$ cat src/rtl/smbs_pkg.sv
// Shared types, register indexes and helpers for the sorted matrix search block.
package smbs_pkg;

   localparam int DEF_MAX_ROWS = 64;
   localparam int DEF_MAX_COLS = 64;

   localparam int DATA_W  = 32;
   localparam int COUNT_W = 7;
   localparam int INDEX_W = 6;

   // Register indexes on the configuration port
   localparam logic CSR_ROWS_IN_USE = 1'b0;
   localparam logic CSR_COLS_IN_USE = 1'b1;

   localparam logic [COUNT_W-1:0] ROWS_RESET = 7'd64;
   localparam logic [COUNT_W-1:0] COLS_RESET = 7'd64;

   localparam logic MODE_WRITE = 1'b0;
   localparam logic MODE_QUERY = 1'b1;

   // Status handed from the search engine to the top level
   typedef struct packed {
      logic done;
      logic found;
   } search_status_type;

   // Saturate a register count into 1..limit
   function automatic int clamp_count(input logic [COUNT_W-1:0] v, input int limit);
      int r;
      r = int'(v);
      if (r == 0) begin
         r = 1;
      end else if (r > limit) begin
         r = limit;
      end
      return r;
   endfunction

   function automatic int addr_width(input int depth);
      return (depth > 1) ? $clog2(depth) : 1;
   endfunction

endpackage

$ cat src/rtl/smbs_search.sv
// Two-level binary search engine that probes the matrix memory one read at a time.
module smbs_search #(
   parameter int MAX_ROWS = smbs_pkg::DEF_MAX_ROWS,
   parameter int MAX_COLS = smbs_pkg::DEF_MAX_COLS
) (
   input  logic                                            clock,
   input  logic                                            reset,
   input  logic                                            start,
   input  logic signed [smbs_pkg::DATA_W-1:0]              target,
   input  logic [$clog2(MAX_ROWS+1)-1:0]                   rows,
   input  logic [$clog2(MAX_COLS+1)-1:0]                   cols,
   output logic [smbs_pkg::addr_width(MAX_ROWS*MAX_COLS)-1:0] rd_addr,
   input  logic [smbs_pkg::DATA_W-1:0]                     rd_data,
   output smbs_pkg::search_status_type                     status
);

   localparam int RW = $clog2(MAX_ROWS+1);
   localparam int CW = $clog2(MAX_COLS+1);
   localparam int SW = (RW > CW) ? RW : CW;
   localparam int AW = smbs_pkg::addr_width(MAX_ROWS*MAX_COLS);

   typedef enum logic [5:0] {
      S_IDLE  = 6'b000001,
      S_ROW_A = 6'b000010,
      S_ROW_B = 6'b000100,
      S_ROW_C = 6'b001000,
      S_COL_A = 6'b010000,
      S_COL_B = 6'b100000
   } state_type;

   state_type                          state_ff, state_in;
   logic [SW-1:0]                      lo_ff, lo_in;
   logic [SW-1:0]                      end_ff, end_in;
   logic [SW-1:0]                      mid_ff, mid_in;
   logic [SW-1:0]                      mid_calc;
   logic [SW-1:0]                      row_ff, row_in;
   logic [CW-1:0]                      cols_ff, cols_in;
   logic signed [smbs_pkg::DATA_W-1:0] target_ff, target_in;
   logic signed [smbs_pkg::DATA_W-1:0] first_ff, first_in;
   logic signed [smbs_pkg::DATA_W-1:0] elem;
   logic                               done_ff, done_in;
   logic                               found_ff, found_in;

   assign elem     = $signed(rd_data);
   assign mid_calc = lo_ff + ((end_ff - lo_ff - SW'(1)) >> 1);

   // Memory address: row * MAX_COLS + column
   always_comb begin
      case (state_ff)
         S_ROW_A: rd_addr = AW'(mid_calc) * AW'(MAX_COLS);
         S_ROW_B: rd_addr = AW'(mid_ff) * AW'(MAX_COLS) + AW'(cols_ff - CW'(1));
         S_COL_A: rd_addr = AW'(row_ff) * AW'(MAX_COLS) + AW'(mid_calc);
         default: rd_addr = AW'(mid_ff) * AW'(MAX_COLS);
      endcase
   end

   always_comb begin
      state_in  = state_ff;
      lo_in     = lo_ff;
      end_in    = end_ff;
      mid_in    = mid_ff;
      row_in    = row_ff;
      cols_in   = cols_ff;
      target_in = target_ff;
      first_in  = first_ff;
      done_in   = 1'b0;
      found_in  = found_ff;
      case (state_ff)
         S_IDLE: begin
            if (start) begin
               target_in = target;
               cols_in   = cols;
               lo_in     = '0;
               end_in    = SW'(rows);
               state_in  = S_ROW_A;
            end
         end
         S_ROW_A: begin
            // probe the first element of the middle row
            if (lo_ff >= end_ff) begin
               found_in = 1'b0;
               done_in  = 1'b1;
               state_in = S_IDLE;
            end else begin
               mid_in   = mid_calc;
               state_in = S_ROW_B;
            end
         end
         S_ROW_B: begin
            first_in = elem;
            state_in = S_ROW_C;
         end
         S_ROW_C: begin
            if (first_ff <= target_ff && elem >= target_ff) begin
               row_in   = mid_ff;
               lo_in    = '0;
               end_in   = SW'(cols_ff);
               state_in = S_COL_A;
            end else if (first_ff > target_ff) begin
               end_in   = mid_ff;
               state_in = S_ROW_A;
            end else begin
               lo_in    = mid_ff + SW'(1);
               state_in = S_ROW_A;
            end
         end
         S_COL_A: begin
            if (lo_ff >= end_ff) begin
               found_in = 1'b0;
               done_in  = 1'b1;
               state_in = S_IDLE;
            end else begin
               mid_in   = mid_calc;
               state_in = S_COL_B;
            end
         end
         S_COL_B: begin
            if (elem == target_ff) begin
               found_in = 1'b1;
               done_in  = 1'b1;
               state_in = S_IDLE;
            end else if (elem < target_ff) begin
               lo_in    = mid_ff + SW'(1);
               state_in = S_COL_A;
            end else begin
               end_in   = mid_ff;
               state_in = S_COL_A;
            end
         end
         default: begin
            state_in = S_IDLE;
         end
      endcase
   end

   always_ff @(posedge clock) begin
      if (reset) begin
         state_ff <= S_IDLE;
         done_ff  <= 1'b0;
      end else begin
         state_ff <= state_in;
         done_ff  <= done_in;
      end
      lo_ff     <= lo_in;
      end_ff    <= end_in;
      mid_ff    <= mid_in;
      row_ff    <= row_in;
      cols_ff   <= cols_in;
      target_ff <= target_in;
      first_ff  <= first_in;
      found_ff  <= found_in;
   end

   assign status.done  = done_ff;
   assign status.found = found_ff;

endmodule

$ cat config.mk
export PLATFORM = sky130hd
export DESIGN_NAME = smbs_search
export DESIGN_NICKNAME = d
export VERILOG_FILES = /design/src/rtl/smbs_pkg.sv /design/src/rtl/smbs_search.sv
export SDC_FILE = /design/constraint.sdc
export NUM_CORES = 1
export LEC_CHECK = 0
export BUFFER_PORTS_ARGS = -buffer_cell sky130_fd_sc_hd__buf_2
export CELL_PAD_IN_SITES_DETAIL_PLACEMENT = 1
export CELL_PAD_IN_SITES_GLOBAL_PLACEMENT = 2
export CORE_ASPECT_RATIO = 0.5
export CORE_UTILIZATION = 34
export DETAILED_ROUTE_END_ITERATION = 10
export PLACE_DENSITY_LB_ADDON = 0.1
export SKIP_LAST_GASP = 1
export SYNTH_ARGS = -nofsm -noshare
export SYNTH_HDL_FRONTEND = slang
export SYNTH_SLANG_ARGS = --single-unit
$ cat constraint.sdc
create_clock -name clock -period 3.9 [get_ports clock]
set_input_delay 0.585 -clock clock [delete_from_list [all_inputs] [get_ports clock]]
set_output_delay 0.585 -clock clock [all_outputs]
set_load 0.02 [all_outputs]
==> metrics, run 1 <==
Top FF cell, synth sky130_fd_sc_hd__edfxtp_1; fraction of power consumed by combinational cells 21.8%; ant diodes 0; wire per inst roughly 18 um; total clock buffers created by CTS 9; worst-case clock buffer depth 2; mean number of vias per cell ~5.0; Initial DRT Pass Iterations 5; number of enable-type register cells in the synthesized netlist 99; number of placed I/O pins 95; top-count cell post-synth sky130_fd_sc_hd__edfxtp_1; latest clock arrival within the worst-skew pair 0.36 ns; total via count in the routed design about 4,600; TritonCTS clock tree yes; cell total after placement between 900 and 1,000; DR iter-0 viols around 230; remaining global-route overflow 0; cell count of the worst hold path 1; share of the synthesized area in the top cell type between 40% and 50%; cell taking the most area after synthesis sky130_fd_sc_hd__edfxtp_1; worst slew margin relative to its limit around three fifths; critical path startpoint category flop; die width just under 200 um; total power density per cell area about 380 nW/um2; WL final between 15,000 and 20,000 um; overall global routing resource usage a little under a fifth; total count of max-transition violations in the final report 0; Cells after Synth between 500 and 600; area of the placeable core around 18,000 um2; clock tree root buffer cell sky130_fd_sc_hd__clkbuf_16; Final Instance Count excl. Fillers between 900 and 1,000; Post-DRT Antenna Nets 0; RSZ-0062 raised after global routing true; HP Class in2reg; Mean Syn Cell Area 11.5 um2; final hold vios 0; top cell types by occurrence after synthesis sky130_fd_sc_hd__edfxtp_1 (99), sky130_fd_sc_hd__ha_1 (92), sky130_fd_sc_hd__inv_1 (74); die footprint roughly 19,000 um2; Final Net Count between 800 and 900; Hold-fix buffers, CTS 0; area overhead of the layout relative to synthesis 22.2%; initial cell density of the core 35.6%; Clk pin slew, worst setup/hold paths around 0.070 ns; Unique masters post-synth between 50 and 60; post-layout minimum cycle time approximately 4.7 ns; worst-path maximum fanout 2; deepest level of the CTS H-tree 3; Post-synth ARST share 0%; sequential element share of the synthesized area 49.1%; type of destination of the critical path output pin; count of input and output buffers 94; f_max 214 MHz; fraction of power consumed by the clock network about a third; layout cells sized above 1 approximately 25%; remaining routing DRC violations 0; top area cells in the synthesized netlist sky130_fd_sc_hd__edfxtp_1 (47%), sky130_fd_sc_hd__ha_1 (18%), sky130_fd_sc_hd__inv_1 (4.4%); Die Y roughly 100 um; Worst Min Path Start target[26]; vias in the first global route roughly 5,000; final estimated routing congestion in global placement approximately 0.87; Worst EP required 3.31 ns; #FFs+latches synth around 110; worst vdd ir between 150 and 200 uV; GR Layer Usage met3 about 3.7%; internal cell power 2.13 mW; arrival time worst endpoint 4.08 ns; Post-DP HPWL ~13,000 um; GRT met2 Usage about 30%; first-pass GRT wire length 26,400 um; Final Cycle Share 120%; outcome finished, violations left; FF-to-FF Start target_ff[14]; number of warnings issued by yosys 0; largest net degree at the start of global routing 40; global-route track usage on met1 24.4%; standby leakage power between 3 and 4 nW; reg-to-reg setup timing slack 0.70 ns; worst reg2reg path endpoint row_ff[5]; peak-usage layer in the global routing report met2; area of the mapped netlist between 6000 and 7000 um2; placed cell area between 7000 and 8000 um2; sum of internal, switching and leakage power a little under 3 mW; violations in the final reports negative setup slack; Sw Share 27.2%; initial antenna violation count 0; final clock skew around 0.0094 ns; Final Instance Area approximately 7700 um2; worst slack at placement -0.419 ns; WHS Endpoint target_ff[26]; critical path class reg2out; Worst Slack Setup Final -0.767 ns; slew at the pin closest to its max-slew limit between 0.6 and 0.7 ns; Switching Power 0.796 mW; Net Count, Synth just over 700; part of the power in registers a little under half; sinks on the clock net around 110; max cap viols 0; depth of the worst register-to-register path 10; count of standard-cell rows 34; Final Setup Violations 6
==> worst max-delay path by stage <==
stage                     slack (ns)          end      start
final                          -0.77  rd_addr[11]  end_ff[0]
after global routing           -1.01   rd_addr[9]  end_ff[0]
after CTS                      -0.70   rd_addr[9]  end_ff[0]
after detailed placement       -0.42   rd_addr[9]  end_ff[0]
after global placement         -0.34   rd_addr[9]  end_ff[0]
after floorplan                -0.03   rd_addr[9]   lo_ff[0]
==> layout by cell type, fill, tap and decap left out, types with 4 or more instances in the layout <==
cell	synthesis	layout
sky130_fd_sc_hd__a21oi_1	44	37
sky130_fd_sc_hd__nor2_1	27	27
sky130_fd_sc_hd__nor3_1	8	8
sky130_fd_sc_hd__nand3_1	14	13
sky130_fd_sc_hd__o21ai_0	14	13
sky130_fd_sc_hd__xor2_1	6	4
sky130_fd_sc_hd__clkbuf_16	0	9
sky130_fd_sc_hd__inv_1	74	72
sky130_fd_sc_hd__nor4_1	6	6
sky130_fd_sc_hd__nand4_1	10	10
sky130_fd_sc_hd__dfxtp_1	7	7
sky130_fd_sc_hd__o21bai_1	6	6
sky130_fd_sc_hd__o221ai_2	4	4
sky130_fd_sc_hd__a21o_1	11	11
sky130_fd_sc_hd__nand3b_1	4	4
sky130_fd_sc_hd__xnor2_1	22	20
sky130_fd_sc_hd__edfxtp_1	99	99
sky130_fd_sc_hd__buf_2	0	90
sky130_fd_sc_hd__and4_1	6	6
sky130_fd_sc_hd__buf_4	2	30
sky130_fd_sc_hd__ha_1	92	88
sky130_fd_sc_hd__nand2_1	34	34
sky130_fd_sc_hd__a21oi_2	0	7
==> state kept, by name (all words and copies together), names as in the netlist <==
register / count
first_ff: 32
target_ff: 32
cols_ff: 7
end_ff: 7
lo_ff: 7
mid_ff: 7
row_ff: 6
state_ff: 6
done_ff: 1
found_ff: 1
==> metal layers <==
metal  vias up  part of all wire [%]
met5         -                     0
met4         0                   1.1
met3        13                   2.8
met2        59                    47
met1      2216                    49
li1       2289                     -
==> critical path, cell delays in order (launching register included) <==
cell	delay, ns
sky130_fd_sc_hd__edfxtp_1	0.44
sky130_fd_sc_hd__ha_4	0.20
sky130_fd_sc_hd__fa_2	0.34
sky130_fd_sc_hd__a21o_1	0.19
sky130_fd_sc_hd__a21oi_2	0.18
sky130_fd_sc_hd__xnor2_1	0.10
sky130_fd_sc_hd__ha_1	0.31
sky130_fd_sc_hd__inv_1	0.08
sky130_fd_sc_hd__o21bai_1	0.09
sky130_fd_sc_hd__a21o_1	0.21
sky130_fd_sc_hd__a21oi_2	0.18
sky130_fd_sc_hd__xnor2_2	0.16
sky130_fd_sc_hd__ha_2	0.23
sky130_fd_sc_hd__and3_4	0.19
sky130_fd_sc_hd__buf_4	0.10
sky130_fd_sc_hd__buf_6	0.08
sky130_fd_sc_hd__buf_6	0.09
sky130_fd_sc_hd__nand3_4	0.07
sky130_fd_sc_hd__xnor2_2	0.14
sky130_fd_sc_hd__nand2_1	0.07
sky130_fd_sc_hd__o2111ai_2	0.13
sky130_fd_sc_hd__buf_6	0.17
==> area by class of cell <==
class                      instances  area (um2)
fill                            1956       10000
timing repair buffer             123         709
multi-input combinational        367        3050
tap                              234         293
clock inverter                     2        35.0
clock buffer                      14         264
sequential                       106        3110
inverter                          75         282
==> per-stage QoR <==
stage / setup TNS [ns] / util, % / hold slack (ns)
6_report: -3.91 / 43.5 / 0.398
5_1_grt: -5.44 / 43.5 / 0.377
4_1_cts: -3.69 / 43.1 / 0.382
3_5_place_dp: -1.84 / 41.0 / 0.489
3_3_place_gp: -1.49 / 41.0 / 0.468
2_1_floorplan: -0.0278 / - / 0.450
==> power by group through the flow <==
stage,Sequential (mW),Combinational (mW),Clock (mW)
6_report,1.34,0.638,0.946
2_1_floorplan,1.36,0.349,0
5_1_grt,1.34,0.718,1.02
4_1_cts,1.34,0.619,0.978
3_3_place_gp,1.36,0.570,0
3_5_place_dp,1.36,0.588,0
==> cell families after synthesis <==
family / count (synthesis) / share of synthesized area (%)
AND/OR/NAND/NOR: 132 / 11.1
XOR/XNOR: 28 / 3.87
buffers and inverters: 78 / 4.86
adder cells (fa/ha/maj): 95 / 19.1
AO/OA/AOI/OAI: 112 / 11.9
flip-flops: 106 / 49.1
==> timing repair <==
item / CTS / global route
pin swaps: 18 / 6
endpoints found under the setup margin: 8 / 8
resized for setup: 14 / 11
buffers inserted: 2 / 2
(Power assumes the default switching activity.)
==> inputs of run 2 (changes only) <==
- SETUP_SLACK_MARGIN: not set -> 0.15
==> run 2 against run 1 <==
Critical path depth down 1. Clock-buffer cell count down 1. Utilization up 0.63 points. Power up 1.6%. The run still ends with negative setup slack left. Cell count up 0.87%. Sequential power about the same. Global-route usage about the same. Worst hold slack worse by 0.0016 ns. Non-clock buffer count up 8. Flip-flop and latch count unchanged. Register-to-register slack better by 0.04 ns. Critical endpoint is now rd_addr[10]. Fmax up 0.51%.
==> metrics, run 2 (synthesized netlist as in run 1, its figures left out) <==
critical path class reg2out; total count of max-transition violations in the final report 0 (unchanged); total power density per cell area 378 nW/um2 (+0.17%); most frequent standard cell in the layout excluding fill and tap cells sky130_fd_sc_hd__edfxtp_1; remaining routing DRC violations 0 (unchanged); arrival time worst endpoint 4.06 ns (-0.02 ns); type of destination of the critical path output pin; total clock buffers created by CTS 9 (unchanged); RSZ-0062 raised after global routing true; mean number of vias per cell 4.94 (-0.51%); Final Setup Violations 7 (+1); slew at the pin closest to its max-slew limit 0.852 ns (+0.237 ns); ant diodes 0 (unchanged); DR iter-0 viols 182 (-22%); highest-count cells in the layout ignoring fill and taps sky130_fd_sc_hd__edfxtp_1 (99), sky130_fd_sc_hd__ha_1 (88), sky130_fd_sc_hd__buf_2 (88); largest net degree at the start of global routing 35 (-13%); outcome finished, violations left; HP Class in2reg; standby leakage power 3.45 nW (+1.4%); Final Net Count 866 (+0.93%); wire per inst 17.7 um (-0.35%); deepest level of the CTS H-tree 3 (unchanged); sinks on the clock net 106 (unchanged); worst-case clock buffer depth 2 (unchanged); overall global routing resource usage 18.0% (about the same); Initial DRT Pass Iterations 4 (-1); worst-path maximum fanout 2 (unchanged); worst slack on hold paths 0.397 ns (-0.00164 ns); Die Y 98.5 um (unchanged); area overhead of the layout relative to synthesis 24.0%; first-pass GRT wire length 26,200 um (-0.63%); Worst EP required 3.31 ns (about the same); TritonCTS clock tree yes; die footprint 19,200 um2 (unchanged); final clock skew 0.00884 ns (-0.000520 ns); clock tree root buffer cell sky130_fd_sc_hd__clkbuf_16; count of input and output buffers 94 (unchanged); initial cell density of the core 35.6% (unchanged); Hold-fix buffers, CTS 0 (unchanged); Worst Slack Setup Final -0.744 ns (+0.0234 ns); Post-DP HPWL 13,200 um (+1.5%); violations in the final reports negative setup slack; top flop regs first_ff x32, target_ff x32; vias in the first global route 4,977 (+0.99%); post-layout minimum cycle time 4.64 ns (-0.0234 ns); Post-DRT Antenna Nets 0 (unchanged); worst slack at placement -0.468 ns (-0.0485 ns); latest clock arrival within the worst-skew pair 0.36 ns (about the same); worst slew margin relative to its limit 42.5% (-16 points); final estimated routing congestion in global placement 0.837 (-3.4%); final hold vios 0 (unchanged); layout cells sized above 1 26.6% (+1.6 points); critical path startpoint category flop; count of standard-cell rows 34 (unchanged); die width 195 um (unchanged); worst vdd ir 197 uV (-0.94%); Clk pin slew, worst setup/hold paths 0.07 ns (about the same); WL final 16,400 um (+0.52%); initial antenna violation count 0 (unchanged); max cap viols 0 (unchanged); remaining global-route overflow 0 (unchanged); total via count in the routed design 4,593 (+0.35%); f_max 215 MHz (+0.51%); number of placed I/O pins 95 (unchanged); area of the placeable core 17,800 um2 (unchanged); Final Cycle Share 119% (-0.60 points)
## run 2: cell types whose count changed in the layout (fill, tap and decap cells not counted), moves of 2 or more
cell                      change
sky130_fd_sc_hd__o21ai_2      +2
sky130_fd_sc_hd__buf_2        -2
sky130_fd_sc_hd__buf_4        +6
sky130_fd_sc_hd__buf_6        +4
sky130_fd_sc_hd__a21oi_2      -2
## run 2: final cells by class
| class | count | area (um2) |
|---|---|---|
| Fill cell | 1953 | 9930 |
| Sequential cell | 106 | 3110 |
| Multi-Input combinational cell | 367 | 3090 |
| Timing Repair Buffer | 131 | 790 |
| Tap cell | 234 | 293 |
| Inverter | 75 | 282 |
| Clock buffer | 13 | 250 |
| Clock inverter | 3 | 40.0 |
## run 2: path summary, 6_finish.rpt
kind              cells after the start  slack [ns]            end     startpoint
setup / recovery                     20       -0.74    rd_addr[10]      end_ff[0]
hold / removal                        1        0.40  target_ff[25]     target[25]
setup reg to reg                     10        0.74      row_ff[5]  target_ff[15]
hold reg to reg                       0        0.53      row_ff[5]      mid_ff[5]
## run 2: critical path: stages, from the launching register on
cell and delay [ns]:
sky130_fd_sc_hd__edfxtp_1 0.40, sky130_fd_sc_hd__ha_2 0.22, sky130_fd_sc_hd__fa_2 0.37, sky130_fd_sc_hd__a21o_1 0.20, sky130_fd_sc_hd__a21oi_2 0.16, sky130_fd_sc_hd__xnor2_1 0.14, sky130_fd_sc_hd__ha_1 0.27, sky130_fd_sc_hd__inv_2 0.07
sky130_fd_sc_hd__o21bai_1 0.09, sky130_fd_sc_hd__a21o_1 0.20, sky130_fd_sc_hd__a21oi_2 0.17, sky130_fd_sc_hd__xnor2_2 0.15, sky130_fd_sc_hd__ha_2 0.23, sky130_fd_sc_hd__buf_6 0.10, sky130_fd_sc_hd__ha_4 0.12, sky130_fd_sc_hd__buf_4 0.11
sky130_fd_sc_hd__nand3_4 0.06, sky130_fd_sc_hd__xnor2_2 0.13, sky130_fd_sc_hd__a22oi_1 0.18, sky130_fd_sc_hd__o211ai_1 0.15, sky130_fd_sc_hd__buf_4 0.18
## run 2: layer usage
metal	vias up	part of all wire, %	track usage (%)
li1	2304	-	-
met1	2209	48	24.0
met2	64	47	29.8
met3	16	3.0	3.90
met4	0	1.4	4.97
met5	-	0	0
## run 2: report_power, final
group          switching, mW  internal, mW
registers             0.0249          1.31
clock network          0.410         0.515
logic                  0.377         0.331
## run 2: repair_timing
item	4_1_cts	5_1_grt
resized for setup	24	14
pin swaps	19	8
setup buffers	6	3
setup endpoints to repair	8	9
## run 2: stage by stage
stage	setup TNS (ns)	cell area (um2)	utilization [%]	power, mW	instances
after detailed placement	-2.09	7320	41.1	1.97	904
final	-3.79	7860	44.2	2.97	929
after global routing	-5.19	7860	44.2	3.12	929
after CTS	-3.64	7760	43.6	2.97	926
after global placement	-1.54	7320	41.1	1.95	904
after floorplan	-0.0278	6370	-	1.71	551
